`src/design/aes_pkg.sv`:
```
// ---------------------------------------------------------------------------
// aes_pkg - shared types, constants and round functions
// S-box tables, GF(2^8) helpers, key size decode and the
// command/status structs between controller and datapath.
// ---------------------------------------------------------------------------
package aes_pkg;

    localparam int NUM_REGS  = 5;
    localparam int CFG_IDX_W = 3;
    localparam int ROW_DEPTH = 15;
    localparam int ROW_AW    = $clog2(ROW_DEPTH);

    localparam logic [CFG_IDX_W-1:0] REG_MODE = 3'd0;
    localparam logic [CFG_IDX_W-1:0] REG_KEY0 = 3'd1;
    localparam logic [CFG_IDX_W-1:0] REG_KEY1 = 3'd2;
    localparam logic [CFG_IDX_W-1:0] REG_KEY2 = 3'd3;
    localparam logic [CFG_IDX_W-1:0] REG_KEY3 = 3'd4;

    localparam logic [1:0] MODE_128    = 2'd0;
    localparam logic [1:0] MODE_192    = 2'd1;
    localparam logic [1:0] MODE_256    = 2'd2;
    localparam logic [1:0] MODE_UNUSED = 2'd3;

    localparam logic CMD_ENCRYPT = 1'b0;
    localparam logic CMD_DECRYPT = 1'b1;

    localparam logic [7:0] RCON_FIRST = 8'h01;
    localparam logic [7:0] GF_POLY    = 8'h1b;

    localparam logic [3:0] FWD_COEF [4] = '{4'd2, 4'd3, 4'd1, 4'd1};
    localparam logic [3:0] INV_COEF [4] = '{4'd14, 4'd11, 4'd13, 4'd9};

    localparam logic [7:0] FWD_SBOX [256] = '{
        8'h63,8'h7c,8'h77,8'h7b,8'hf2,8'h6b,8'h6f,8'hc5,8'h30,8'h01,8'h67,8'h2b,8'hfe,8'hd7,8'hab,8'h76,
        8'hca,8'h82,8'hc9,8'h7d,8'hfa,8'h59,8'h47,8'hf0,8'had,8'hd4,8'ha2,8'haf,8'h9c,8'ha4,8'h72,8'hc0,
        8'hb7,8'hfd,8'h93,8'h26,8'h36,8'h3f,8'hf7,8'hcc,8'h34,8'ha5,8'he5,8'hf1,8'h71,8'hd8,8'h31,8'h15,
        8'h04,8'hc7,8'h23,8'hc3,8'h18,8'h96,8'h05,8'h9a,8'h07,8'h12,8'h80,8'he2,8'heb,8'h27,8'hb2,8'h75,
        8'h09,8'h83,8'h2c,8'h1a,8'h1b,8'h6e,8'h5a,8'ha0,8'h52,8'h3b,8'hd6,8'hb3,8'h29,8'he3,8'h2f,8'h84,
        8'h53,8'hd1,8'h00,8'hed,8'h20,8'hfc,8'hb1,8'h5b,8'h6a,8'hcb,8'hbe,8'h39,8'h4a,8'h4c,8'h58,8'hcf,
        8'hd0,8'hef,8'haa,8'hfb,8'h43,8'h4d,8'h33,8'h85,8'h45,8'hf9,8'h02,8'h7f,8'h50,8'h3c,8'h9f,8'ha8,
        8'h51,8'ha3,8'h40,8'h8f,8'h92,8'h9d,8'h38,8'hf5,8'hbc,8'hb6,8'hda,8'h21,8'h10,8'hff,8'hf3,8'hd2,
        8'hcd,8'h0c,8'h13,8'hec,8'h5f,8'h97,8'h44,8'h17,8'hc4,8'ha7,8'h7e,8'h3d,8'h64,8'h5d,8'h19,8'h73,
        8'h60,8'h81,8'h4f,8'hdc,8'h22,8'h2a,8'h90,8'h88,8'h46,8'hee,8'hb8,8'h14,8'hde,8'h5e,8'h0b,8'hdb,
        8'he0,8'h32,8'h3a,8'h0a,8'h49,8'h06,8'h24,8'h5c,8'hc2,8'hd3,8'hac,8'h62,8'h91,8'h95,8'he4,8'h79,
        8'he7,8'hc8,8'h37,8'h6d,8'h8d,8'hd5,8'h4e,8'ha9,8'h6c,8'h56,8'hf4,8'hea,8'h65,8'h7a,8'hae,8'h08,
        8'hba,8'h78,8'h25,8'h2e,8'h1c,8'ha6,8'hb4,8'hc6,8'he8,8'hdd,8'h74,8'h1f,8'h4b,8'hbd,8'h8b,8'h8a,
        8'h70,8'h3e,8'hb5,8'h66,8'h48,8'h03,8'hf6,8'h0e,8'h61,8'h35,8'h57,8'hb9,8'h86,8'hc1,8'h1d,8'h9e,
        8'he1,8'hf8,8'h98,8'h11,8'h69,8'hd9,8'h8e,8'h94,8'h9b,8'h1e,8'h87,8'he9,8'hce,8'h55,8'h28,8'hdf,
        8'h8c,8'ha1,8'h89,8'h0d,8'hbf,8'he6,8'h42,8'h68,8'h41,8'h99,8'h2d,8'h0f,8'hb0,8'h54,8'hbb,8'h16};

    localparam logic [7:0] INV_SUB_TABLE [256] = '{
        8'h52,8'h09,8'h6a,8'hd5,8'h30,8'h36,8'ha5,8'h38,8'hbf,8'h40,8'ha3,8'h9e,8'h81,8'hf3,8'hd7,8'hfb,
        8'h7c,8'he3,8'h39,8'h82,8'h9b,8'h2f,8'hff,8'h87,8'h34,8'h8e,8'h43,8'h44,8'hc4,8'hde,8'he9,8'hcb,
        8'h54,8'h7b,8'h94,8'h32,8'ha6,8'hc2,8'h23,8'h3d,8'hee,8'h4c,8'h95,8'h0b,8'h42,8'hfa,8'hc3,8'h4e,
        8'h08,8'h2e,8'ha1,8'h66,8'h28,8'hd9,8'h24,8'hb2,8'h76,8'h5b,8'ha2,8'h49,8'h6d,8'h8b,8'hd1,8'h25,
        8'h72,8'hf8,8'hf6,8'h64,8'h86,8'h68,8'h98,8'h16,8'hd4,8'ha4,8'h5c,8'hcc,8'h5d,8'h65,8'hb6,8'h92,
        8'h6c,8'h70,8'h48,8'h50,8'hfd,8'hed,8'hb9,8'hda,8'h5e,8'h15,8'h46,8'h57,8'ha7,8'h8d,8'h9d,8'h84,
        8'h90,8'hd8,8'hab,8'h00,8'h8c,8'hbc,8'hd3,8'h0a,8'hf7,8'he4,8'h58,8'h05,8'hb8,8'hb3,8'h45,8'h06,
        8'hd0,8'h2c,8'h1e,8'h8f,8'hca,8'h3f,8'h0f,8'h02,8'hc1,8'haf,8'hbd,8'h03,8'h01,8'h13,8'h8a,8'h6b,
        8'h3a,8'h91,8'h11,8'h41,8'h4f,8'h67,8'hdc,8'hea,8'h97,8'hf2,8'hcf,8'hce,8'hf0,8'hb4,8'he6,8'h73,
        8'h96,8'hac,8'h74,8'h22,8'he7,8'had,8'h35,8'h85,8'he2,8'hf9,8'h37,8'he8,8'h1c,8'h75,8'hdf,8'h6e,
        8'h47,8'hf1,8'h1a,8'h71,8'h1d,8'h29,8'hc5,8'h89,8'h6f,8'hb7,8'h62,8'h0e,8'haa,8'h18,8'hbe,8'h1b,
        8'hfc,8'h56,8'h3e,8'h4b,8'hc6,8'hd2,8'h79,8'h20,8'h9a,8'hdb,8'hc0,8'hfe,8'h78,8'hcd,8'h5a,8'hf4,
        8'h1f,8'hdd,8'ha8,8'h33,8'h88,8'h07,8'hc7,8'h31,8'hb1,8'h12,8'h10,8'h59,8'h27,8'h80,8'hec,8'h5f,
        8'h60,8'h51,8'h7f,8'ha9,8'h19,8'hb5,8'h4a,8'h0d,8'h2d,8'he5,8'h7a,8'h9f,8'h93,8'hc9,8'h9c,8'hef,
        8'ha0,8'he0,8'h3b,8'h4d,8'hae,8'h2a,8'hf5,8'hb0,8'hc8,8'heb,8'hbb,8'h3c,8'h83,8'h53,8'h99,8'h61,
        8'h17,8'h2b,8'h04,8'h7e,8'hba,8'h77,8'hd6,8'h26,8'he1,8'h69,8'h14,8'h63,8'h55,8'h21,8'h0c,8'h7d};

    typedef struct packed {
        logic              kx_start;
        logic              kx_step;
        logic [5:0]        kx_idx;
        logic              rk_rd;
        logic [ROW_AW-1:0] rk_addr;
        logic              blk_load;
        logic              add_only;
        logic              rnd;
        logic              rnd_last;
        logic              out_load;
    } aes_cmd_t;

    typedef struct packed {
        logic       cfg_wr;
        logic [1:0] key_mode;
        logic       dec;
    } aes_sts_t;

    function automatic logic [3:0] nk_of(input logic [1:0] mode);
        case (mode)
            MODE_128: return 4'd4;
            MODE_192: return 4'd6;
            default:  return 4'd8;
        endcase
    endfunction

    function automatic logic [3:0] nr_of(input logic [1:0] mode);
        case (mode)
            MODE_128: return 4'd10;
            MODE_192: return 4'd12;
            default:  return 4'd14;
        endcase
    endfunction

    // number of schedule words minus one
    function automatic logic [5:0] last_word_of(input logic [1:0] mode);
        case (mode)
            MODE_128: return 6'd43;
            MODE_192: return 6'd51;
            default:  return 6'd59;
        endcase
    endfunction

    function automatic logic [7:0] xt(input logic [7:0] v);
        return {v[6:0], 1'b0} ^ (v[7] ? GF_POLY : 8'h00);
    endfunction

    function automatic logic [7:0] gm(input logic [7:0] a, input logic [3:0] c);
        logic [7:0] x2, x4, x8;
        x2 = xt(a);
        x4 = xt(x2);
        x8 = xt(x4);
        return (c[0] ? a : 8'h00) ^ (c[1] ? x2 : 8'h00) ^
               (c[2] ? x4 : 8'h00) ^ (c[3] ? x8 : 8'h00);
    endfunction

    function automatic logic [31:0] word_subst(input logic [31:0] w);
        return {FWD_SBOX[w[31:24]], FWD_SBOX[w[23:16]], FWD_SBOX[w[15:8]], FWD_SBOX[w[7:0]]};
    endfunction

    // byte n of the state sits at bits 127-8n downto 120-8n
    function automatic logic [127:0] state_subst(input logic [127:0] s, input logic inv);
        logic [127:0] r;
        r = '0;
        for (int i = 0; i < 16; i++)
        begin
            r[127-8*i -: 8] = inv ? INV_SUB_TABLE[s[127-8*i -: 8]] : FWD_SBOX[s[127-8*i -: 8]];
        end
        return r;
    endfunction

    function automatic logic [127:0] state_rotate(input logic [127:0] s, input logic inv);
        logic [127:0] r;
        int src;
        int dst;
        r = '0;
        for (int c = 0; c < 4; c++)
        begin
            for (int k = 0; k < 4; k++)
            begin
                src = ((c + k) & 3) * 4 + k;
                dst = c * 4 + k;
                if (inv)
                    r[127-8*src -: 8] = s[127-8*dst -: 8];
                else
                    r[127-8*dst -: 8] = s[127-8*src -: 8];
            end
        end
        return r;
    endfunction

    function automatic logic [127:0] state_mix(input logic [127:0] s, input logic inv);
        logic [127:0] r;
        logic [7:0]   v;
        logic [3:0]   cf;
        r = '0;
        for (int c = 0; c < 4; c++)
        begin
            for (int k = 0; k < 4; k++)
            begin
                v = 8'h00;
                for (int j = 0; j < 4; j++)
                begin
                    cf = inv ? INV_COEF[(j + 4 - k) & 3] : FWD_COEF[(j + 4 - k) & 3];
                    v  = v ^ gm(s[127-8*(c*4+j) -: 8], cf);
                end
                r[127-8*(c*4+k) -: 8] = v;
            end
        end
        return r;
    endfunction

endpackage

```
`src/design/aes_ctl.sv`:
```
// ---------------------------------------------------------------------------
// aes_ctl - cipher controller
// Sequences key expansion, round-key reads and rounds, and owns
// the request/result handshakes and the schedule-valid flag.
// ---------------------------------------------------------------------------
module aes_ctl (
    input  logic              clk,
    input  logic              rst_n,
    input  logic              req_valid,
    output logic              req_ready,
    output logic              rsp_valid,
    input  logic              rsp_ready,
    input  aes_pkg::aes_sts_t sts,
    output aes_pkg::aes_cmd_t cmd
);
    import aes_pkg::*;

    localparam logic [2:0] ST_IDLE   = 3'd0;
    localparam logic [2:0] ST_EXPAND = 3'd1;
    localparam logic [2:0] ST_FETCH  = 3'd2;
    localparam logic [2:0] ST_RUN    = 3'd3;
    localparam logic [2:0] ST_DONE   = 3'd4;

    logic [2:0] state_reg, state_next;
    logic       sched_reg, sched_next;
    logic [5:0] idx_reg, idx_next;
    logic [3:0] step_reg, step_next;
    logic       ovld_reg, ovld_next;
    logic [3:0] nr, nstep;

    assign nr    = nr_of(sts.key_mode);
    assign nstep = step_reg + 4'd1;

    always_comb
    begin
        cmd        = '0;
        state_next = state_reg;
        sched_next = sched_reg;
        idx_next   = idx_reg;
        step_next  = step_reg;
        ovld_next  = ovld_reg && !rsp_ready;
        req_ready  = (state_reg == ST_IDLE);
        cmd.kx_idx = idx_reg;

        case (state_reg)
            ST_IDLE:
            begin
                if (req_valid)
                begin
                    cmd.blk_load = 1'b1;
                    if (sched_reg)
                        state_next = ST_FETCH;
                    else
                    begin
                        cmd.kx_start = 1'b1;
                        idx_next     = 6'd0;
                        state_next   = ST_EXPAND;
                    end
                end
            end
            ST_EXPAND:
            begin
                cmd.kx_step = 1'b1;
                if (idx_reg == last_word_of(sts.key_mode))
                begin
                    sched_next = 1'b1;
                    state_next = ST_FETCH;
                end
                else
                    idx_next = idx_reg + 6'd1;
            end
            ST_FETCH:
            begin
                cmd.rk_rd   = 1'b1;
                cmd.rk_addr = sts.dec ? nr : 4'd0;
                step_next   = 4'd0;
                state_next  = ST_RUN;
            end
            ST_RUN:
            begin
                // round key for this step was read in the previous cycle
                cmd.add_only = (step_reg == 4'd0);
                cmd.rnd      = (step_reg != 4'd0);
                cmd.rnd_last = (step_reg == nr);
                cmd.rk_rd    = (step_reg != nr);
                cmd.rk_addr  = sts.dec ? nr - nstep : nstep;
                if (step_reg == nr)
                    state_next = ST_DONE;
                else
                    step_next = nstep;
            end
            ST_DONE:
            begin
                if (!ovld_reg || rsp_ready)
                begin
                    cmd.out_load = 1'b1;
                    ovld_next    = 1'b1;
                    state_next   = ST_IDLE;
                end
            end
            default:
            begin
                state_next = ST_IDLE;
            end
        endcase

        if (sts.cfg_wr)
            sched_next = 1'b0;
    end

    always_ff @(posedge clk or negedge rst_n)
    begin
        if (!rst_n)
        begin
            state_reg <= ST_IDLE;
            sched_reg <= 1'b0;
            idx_reg   <= '0;
            step_reg  <= '0;
            ovld_reg  <= 1'b0;
        end
        else
        begin
            state_reg <= state_next;
            sched_reg <= sched_next;
            idx_reg   <= idx_next;
            step_reg  <= step_next;
            ovld_reg  <= ovld_next;
        end
    end

    assign rsp_valid = ovld_reg;
endmodule

```
`config.mk`:
```
export PLATFORM = sky130hd
export DESIGN_NAME = aes_ctl
export DESIGN_NICKNAME = d
export VERILOG_FILES = /design/src/design/aes_pkg.sv /design/src/design/aes_ctl.sv
export SDC_FILE = /design/constraint.sdc
export NUM_CORES = 1
export LEC_CHECK = 0
export ABC_CLOCK_PERIOD_IN_PS = 2000
export BUFFER_PORTS_ARGS = -buffer_cell sky130_fd_sc_hd__buf_2
export CORE_MARGIN = 5
export CORE_UTILIZATION = 45
export CTS_CLUSTER_SIZE = 14
export DETAILED_ROUTE_END_ITERATION = 12
export GPL_TIMING_DRIVEN = 0
export PLACE_DENSITY = 0.8
export SYNTH_ARGS = -nofsm -noshare
export SYNTH_HDL_FRONTEND = slang
export SYNTH_SLANG_ARGS = --single-unit
```
`constraint.sdc`:
```
create_clock -name clk -period 2 [get_ports clk]
set_input_delay 0.2 -clock clk [delete_from_list [all_inputs] [get_ports clk]]
set_output_delay 0.2 -clock clk [all_outputs]
set_load 0.01 [all_outputs]
```
==> results.cfg <==
[finish]
fillers = 207
diodes = 0
fin_nets = 188
final_layout_size_suffix_gt1_frac = 0.345
multi_input_area_sq_um = 773
syn2layout_area_growth_pct = 31.4
regArea_sq_um = 375
final_cells = 204
largest_reg_flops = 6

[routing]
postRouteAntennaNets = 0
post_drt_wl_per_cell_um = 15.4
vias = 1167
drc = 0
drtIter0Drc = 46
drtPass1Iterations = 4
finalWirelength_mm = 3.15
vias_per_cell = 5.72

[power_and_ir_drop]
clkPwrFrac = 0.080
p_switching_mw = 0.975
combinationalPowerShare = 0.664
power_density_nw_per_um2 = 1450
vdd_drop_max_v = 0.000978
swShare = 0.445
power_frac_seq = 0.256
p_int_mw = 1.22
power_mw = 2.19
p_leak_nw = 0.740

[synth]
synthFlopType = dfrtp_1
synth_area_leaders = dfrtp_1 (33%), nand2_1 (5.6%), ha_1 (5.5%), nor2_1 (4.6%), a21oi_1 (4.4%)
yosysSeqAreaShare = 0.328
synth-edff-count = 0
synth_compound_area_frac = 0.233
yosys.area_share.adder = 0.0546
synthSimpleGateAreaFrac = 0.262
synth_top_area_frac = 0.328
async_flop_share = 1.00
avgSynthCellArea_sq_um = 8.55
synth_top_family_by_area = simple AND/OR/NAND/NOR gates
ys_types = 44
netlist_area_sq_um = 1150
netlist.top_cell.by_area = dfrtp_1
synthMuxAreaShare = 0.0306
yosys_warnings = 0
ys_top_cells_by_count = nand2_1 (17), dfrtp_1 (15), nor2_1 (14), a21oi_1 (10), inv_1 (8)
ys_ff_latch = 15
synth_xor_area_frac = 0.0382
syn-num-nets = 147
syn_inst = 134
synth_most_common_cell = nand2_1

[floorplanning]
core_sq_um = 2450
fp.dieH_um = 60.5
die_w_um = 60.5
rows = 18
initial_utilization = 0.467
die_area_sq_um = 3660
io_pins = 28

[timing]
setup_slack_ps = -281
clock.fmax_ghz = 0.438
fin_setup_tns_ps = -795
worst_pin_slew_ps = 407
drv_slew = 0
setup_viol = 4
max_slew_margin = 0.729
post-route-period-util = 1.14
period_needed_ps = 2280
finalClockSkew_ps = 1.76
rsz0062_at_grt = true
hold_viol = 0

[global_routing]
antenna_found_initial = 0
grt_pass1_vias = 1200
grt_pass1_wl_mm = 5.35
grt_max_degree = 16
grt_remaining_overflow = 0
grt_usage = 0.196

[placed_design]
hpwl_mm = 2.34
gp_congestion = 0.796
io_buffers = 27
post-place-cells = 191
pre_cts_ws_ps = -226

[clocking]
cts_sinks = 15
cts.clk_slew.worst_paths_ps = 90
cts_inserted_buffers = 3
cts_max_level = 1
insertion_delay_ps = 280
tritoncts = built
root_buffer = clkbuf_4
cts_buffer_depth = 2

[worst_setup_path]
cp_slowest_cell = dfrtp_1
end_kind = primary output
startpoint_type = flop
crit_path_max_fanout = 2
crit_type = flop to primary output
slowest_delay_ps = 390
worstPathRequired_ps = 1800
path_cells = clkbuf_8 -> inv_6 -> ha_4 -> inv_4 -> ha_4 -> a21o_1 -> a21oi_2 -> o21ai_1 -> nand2_1 -> a21oi_2 -> buf_2
crit_arrival_ps = 2080

[min_path]
hp-class = input port to flop

[job]
max_cap_viol_count = 0

[run_status]
status = finished, violations left
violations = negative setup slack
## per-stage QoR
stage          hold WS (ps)  utilization  cell area (sq um)
6_report               52.5        0.614               1510
3_5_place_dp            132        0.549               1350
4_1_cts                44.0        0.612               1500
2_1_floorplan         -95.6            -               1180
3_3_place_gp            122        0.549               1350
5_1_grt                38.5        0.614               1510
## kinds of logic after synthesis
logic type,after synthesis
AOI/OAI and AO/OA,36
xor gates and xnor gates,5
adders and majority gates,5
buffers and inverters,14
DFF,15
muxes,3
and+or+nand+nor,56
## timing repair
item	in CTS	in global routing
endpoints found under the hold margin	15	0
setup buffers	8	0
hold buffers	1	0
setup endpoints to repair	4	7
pin swaps	12	4
resized for setup	13	3
## cell usage in the layout (no fill, tap or decap), drive strengths merged, types with 2 or more instances in the layout
master | netlist | final
a31oi | 2 | 2
and2 | 2 | 2
ha | 5 | 5
dfrtp | 15 | 15
nor2 | 14 | 14
buf | 3 | 38
nand3 | 5 | 5
inv | 8 | 8
a2111oi | 2 | 2
nor3b | 2 | 2
a21oi | 10 | 10
nand2b | 5 | 5
and3 | 3 | 3
a211oi | 2 | 2
nand2 | 18 | 18
o21ai | 7 | 7
xnor2 | 4 | 4
mux2i | 2 | 2
or2 | 3 | 3
a22o | 2 | 2
clkbuf | 3 | 7
## per-layer routing
layer  vias up  part of all wire  track usage
li1        556                 -            -
met4         0            0.0079       0.0712
met1       578              0.40        0.222
met5         -                 0            0
met3         2             0.049       0.0298
met2        31              0.54        0.370
## worst paths after layout
path / slack [ps] / cells after the start / endpoint / startpoint
worst min register to register: 570 / 2 / idx_reg[1]$_DFFE_PN0P_ / idx_reg[1]$_DFFE_PN0P_
max in group asynchronous: 1390 / 2 / idx_reg[2]$_DFFE_PN0P_ / rst_n
worst max-delay path: -280 / 11 / cmd[8] / step_reg[0]$_DFFE_PN0P_
worst min-delay path: 50 / 2 / sched_reg$_DFFE_PN0P_ / sts[3]
worst max register to register: 100 / 6 / step_reg[2]$_DFFE_PN0P_ / step_reg[1]$_DFFE_PN0P_
min in group asynchronous: 350 / 2 / idx_reg[1]$_DFFE_PN0P_ / rst_n
## power by group through the flow
stage	logic, mW	registers [mW]	clock network [mW]
2_1_floorplan	0.847	0.558	0
3_3_place_gp	1.10	0.552	0
3_5_place_dp	1.16	0.564	0
4_1_cts	1.44	0.556	0.180
5_1_grt	1.62	0.576	0.195
6_report	1.45	0.560	0.175
## worst max-delay path, delay by kind of cell (launching register included)
family / cells / cell delay (ps)
fa+ha+maj: 2 / 530
compound gates: 4 / 440
flops: 1 / 390
buf+inv: 4 / 370
simple gates: 1 / 80
## cell type report
class                      instances  share of cell area
timing repair buffer              36               0.141
inverter                           8              0.0249
buffer                             6              0.0291
multi-input combinational        105               0.513
sequential                        15               0.249
tap                               30              0.0249
clock buffer                       4              0.0174
No activity file was read; power rests on OpenSTA's default activity.
